File: src/design/indexed_deque_with_sort_unit_assert.svh
// Assertion macros for the indexed deque with sort unit.
`ifndef INDEXED_DEQUE_WITH_SORT_UNIT_ASSERT_SVH
`define INDEXED_DEQUE_WITH_SORT_UNIT_ASSERT_SVH

// Same-cycle implication, checked outside reset.
`define IDWSU_ASSERT_IMPLY(label, clk, rst_n, a, c) \
  label: assert property (@(posedge clk) disable iff (!(rst_n)) (a) |-> (c)) \
    else $error("indexed deque: same-cycle check failed");

// Next-cycle implication, checked outside reset.
`define IDWSU_ASSERT_NEXT(label, clk, rst_n, a, c) \
  label: assert property (@(posedge clk) disable iff (!(rst_n)) (a) |=> (c)) \
    else $error("indexed deque: next-cycle check failed");

`endif

File: src/design/idwsu_pkg.sv
// Types, constants and helper functions of the indexed deque with sort unit.
package idwsu_pkg;

  localparam int DEPTH      = 64;
  localparam int DATA_WIDTH = 32;
  localparam int IDXW       = $clog2(DEPTH);
  localparam int CNTW       = $clog2(DEPTH + 1);
  localparam int OP_W       = 3;
  localparam int POS_W      = 6;
  localparam int VALUE_W    = 32;
  localparam int STAT_W     = 2;
  localparam int COUNT_W    = 7;
  localparam int CMPW       = (CNTW > POS_W) ? CNTW : POS_W;

  typedef logic signed [DATA_WIDTH-1:0] word_t;

  typedef enum logic [OP_W-1:0] {
    OP_APPEND     = 3'd0,
    OP_READ       = 3'd1,
    OP_WRITE      = 3'd2,
    OP_TAKE_FIRST = 3'd3,
    OP_TAKE_LAST  = 3'd4,
    OP_TAKE_AT    = 3'd5,
    OP_SORT       = 3'd6
  } op_e;

  typedef enum logic [STAT_W-1:0] {
    STAT_OK    = 2'd0,
    STAT_RANGE = 2'd1,
    STAT_FULL  = 2'd2
  } stat_e;

  typedef enum logic [1:0] {
    SEL_HOLD,
    SEL_LOAD,
    SEL_RIGHT,
    SEL_LEFT
  } cell_sel_e;

  typedef struct packed {
    logic gt;
    logic lt;
  } cmp_t;

  typedef struct packed {
    logic [OP_W-1:0]           operation;
    logic [POS_W-1:0]          position;
    logic signed [VALUE_W-1:0] value;
    logic                      ascending;
  } in_t;

  typedef struct packed {
    logic signed [VALUE_W-1:0] result_value;
    logic [STAT_W-1:0]         status;
    logic [COUNT_W-1:0]        entry_count;
  } out_t;

  function automatic word_t to_word(logic signed [VALUE_W-1:0] v);
    return DATA_WIDTH'(v);
  endfunction

  function automatic logic signed [VALUE_W-1:0] to_result(word_t w);
    return VALUE_W'(w);
  endfunction

endpackage

File: src/design/idwsu_cell.sv
// One storage cell of the deque row: holds a word, loads, shifts and compares.
module idwsu_cell (
  input  logic                  clk_i,
  input  idwsu_pkg::cell_sel_e  sel_i,
  input  idwsu_pkg::word_t      load_i,
  input  idwsu_pkg::word_t      left_i,
  input  idwsu_pkg::word_t      right_i,
  output idwsu_pkg::word_t      word_o,
  output idwsu_pkg::cmp_t       cmp_o
);
  import idwsu_pkg::*;

  word_t word_q, word_d;

  always_comb begin
    case (sel_i)
      SEL_LOAD:  word_d = load_i;
      SEL_RIGHT: word_d = right_i;
      SEL_LEFT:  word_d = left_i;
      default:   word_d = word_q;
    endcase
  end

  always_ff @(posedge clk_i) begin
    word_q <= word_d;
  end

  assign word_o   = word_q;
  assign cmp_o.gt = word_q > right_i;
  assign cmp_o.lt = word_q < right_i;

endmodule

File: config.mk
export PLATFORM = sky130hd
export DESIGN_NAME = idwsu_cell
export DESIGN_NICKNAME = d
export VERILOG_FILES = /design/src/design/indexed_deque_with_sort_unit_assert.svh /design/src/design/idwsu_pkg.sv /design/src/design/idwsu_cell.sv
export SDC_FILE = /design/constraint.sdc
export NUM_CORES = 1
export LEC_CHECK = 0
export ABC_AREA = 1
export BUFFER_PORTS_ARGS = -buffer_cell sky130_fd_sc_hd__buf_2
export CORE_ASPECT_RATIO = 0.7
export CORE_UTILIZATION = 49
export CTS_CLUSTER_SIZE = 14
export DETAILED_ROUTE_END_ITERATION = 10
export PLACE_DENSITY = 0.86
export SLEW_MARGIN = 5
export SYNTH_ARGS = -nofsm -noshare
export SYNTH_HDL_FRONTEND = slang
export SYNTH_SLANG_ARGS = --single-unit
File: constraint.sdc
create_clock -name clk_i -period 2.82 [get_ports clk_i]
set_clock_uncertainty 0.05 [all_clocks]
set_input_delay 0.564 -clock clk_i [delete_from_list [all_inputs] [get_ports clk_i]]
set_output_delay 0.564 -clock clk_i [all_outputs]
set_load 0.02 [all_outputs]
==> impl_metrics.json <==
{
  "largest_register_ffs": 32,
  "routedWlPerCell_um": 12.50,
  "multi_input_comb_area_um2": 1323,
  "fin_cells": 522,
  "num_rows": 21,
  "antenna_found_initial": 0,
  "cts.clk_slew.worst_paths_ns": 0.07,
  "pin_count": 133,
  "core_um2": 4835,
  "die_w_um": 87.27,
  "fmax_mhz": 381.2,
  "fin_setup_tns_ns": 0,
  "final_layout_size_suffix_gt1_share_pct": 33.77,
  "required_ns": 2.21,
  "die_y_um": 61.69,
  "grt_start_max_net_pins": 33,
  "final_hold_viol_count": 0,
  "status": "finished clean",
  "numCtsBuffers": 5,
  "area.growth.synth_to_final_pct": 32.11,
  "drtPass1Iterations": 4,
  "p_leak_nw": 1.832,
  "p_per_area_nw_per_um2": 443.4,
  "final-setup-viol-count": 0,
  "syn_nets": 455,
  "period_share_pct": 93.03,
  "wirelength_um": 6526,
  "num_antenna_cells": 0,
  "syn_inst": 324,
  "finalPower_mw": 1.461,
  "holdBufCountCts": 0,
  "ant_nets": 0,
  "worst_setup_path_end_kind": "primary output",
  "worst-path-max-fanout": 2,
  "hp-class": "input pin to flip-flop",
  "dieArea_um2": 5383,
  "synth_area_leaders": "edfxtp_1 (39%), ha_1 (16%), nand2_1 (15%)",
  "cts-root-buf": "clkbuf_8",
  "htree_num_levels": 2,
  "max_cap_violations": 0,
  "regArea_um2": 960.9,
  "grt_pass1_wl_um": 10230,
  "syn_area_um2": 2494,
  "hold_end": "word_o[20]",
  "cts_max_path_buffers": 2,
  "via_per_inst": 4.960,
  "ys_ff_latch": 32,
  "max_stage_delay_ns": 0.30,
  "grt_pass1_vias": 2388,
  "synth-edff-count": 32,
  "max-slew-margin-rel_pct": 47.82,
  "cts_sinks": 32,
  "yosys.area.top_type_share_pct": 38.53,
  "fin_ws_ns": 0.1967,
  "cp-start-kind": "input pin",
  "drcViolationCount": 0,
  "async_reset_ff_share_pct": 0,
  "ys_seq_area_share_pct": 38.53,
  "synth_most_common_cell": "nand2_1",
  "grt_usage_pct": 25.33,
  "dp_hpwl_um": 4976,
  "yosysTopAreaCell": "edfxtp_1",
  "tritoncts": "done",
  "crit_arrival_ns": 2.01,
  "port_buffers": 132,
  "synth_ff_type": "edfxtp_1",
  "synth.yosys.warnings": 0,
  "worstHoldPathCells": 3,
  "rsz0062_at_grt": "false",
  "grt-ovfl-total": 0,
  "gp_congestion": 0.8143,
  "critPathMostFrequentCell": "nand2_1",
  "postSynthAreaPerCell_um2": 7.696,
  "via_count": 2589,
  "drv_slew": 0,
  "start_util_pct": 51.58,
  "place_area_um2": 3213,
  "dp_slack_ns": 0.2262,
  "peakVddDrop_uv": 299.9,
  "fin_nets": 584,
  "slowest_stage": "ha_1",
  "final.min_clock_period_ns": 2.623,
  "synth.distinct_cells": 19,
  "dr.first_iter.drc_count": 138,
  "synth_commonest_cells": "nand2_1 (101), nand3_1 (65), inv_1 (42), edfxtp_1 (32), ha_1 (32)",
  "place_inst": 515,
  "n_fill_cell": 440,
  "final_cell_area_um2": 3294,
  "hp-start": "load_i[20]",
  "worst_slew_pin_slew_ns": 0.7826,
  "critical_path_class": "input pin to primary output",
  "path_cells": "buf_2 -> inv_1 -> ha_1 -> a21oi_1 -> o21ai_0 -> nand2_1 -> nand2_1 -> a21oi_2 -> nand2_1 -> nand2_1 -> nand2_2 -> nor2_2 -> buf_2"
}
through the flow:
stage                     util [%]  hold WS, ns
after floorplan                  -       0.7036
after global placement       66.46       0.8013
after detailed placement     66.46       0.8056
after CTS                    68.04       0.5039
after global routing         68.14       0.5098
final                        68.14       0.5118
power by group:
group	internal [mW]	switching, mW
clock network	0.163	0.170
logic	0.198	0.304
registers	0.593	0.0318
total	0.954	0.506
cells in the final DEF (no fill, tap or decap), drive strengths merged:
| master | n |
|---|---|
| buf | 136 |
| nand2 | 102 |
| nand3 | 67 |
| inv | 42 |
| ha | 32 |
| edfxtp | 32 |
| nor2 | 15 |
| a21oi | 12 |
| clkbuf | 5 |
| o21ai | 2 |
| nand4 | 2 |
| clkinv | 2 |
| a21o | 1 |
| nor3 | 1 |
| and3b | 1 |
| or2 | 1 |
cell families after synthesis:
group / Yosys count / synth area share (%)
AO/OA/AOI/OAI: 15 / 3.412
adder cells (fa/ha/maj): 32 / 16.06
buffers and inverters: 56 / 8.630
flip-flops: 32 / 38.53
AND/OR/NAND/NOR: 189 / 33.37
area by class of cell:
class | instances | share of cell area, %
Multi-Input combinational cell | 236 | 40.14
Sequential cell | 32 | 29.17
Timing Repair Buffer | 136 | 20.96
Inverter | 42 | 4.785
Tap cell | 69 | 2.621
Clock buffer | 5 | 2.089
Clock inverter | 2 | 0.2279
worst max-delay path, delay by kind of cell:
kind	cells	cell delay, ns
compound gates	3	0.41
fa+ha+maj	1	0.30
buf+inv	3	0.30
simple gates	6	0.42
how the worst max path moves through the flow:
stage               end   startpoint  slack [ns]
2_1_floorplan  cmp_o[1]  right_i[21]        0.43
3_3_place_gp   cmp_o[1]  right_i[31]        0.25
3_5_place_dp   cmp_o[1]  right_i[31]        0.23
4_1_cts        cmp_o[1]   word_o[25]        0.21
5_1_grt        cmp_o[1]   right_i[1]        0.02
6_report       cmp_o[1]  right_i[25]        0.20
metal layers:
metal | track usage (%) | routed length [um]
met3 | 6.300 | 439
met1 | 31.52 | 3007
met5 | 0 | 0
met2 | 44.42 | 3011
met4 | 7.728 | 68
repair_timing:
item                                    4_1_cts  5_1_grt
hold endpoints to repair                      0        0
gates resized for setup                       0        2
setup buffers                                 0        0
endpoints found under the setup margin        0        1
(Power assumes the default switching activity.)
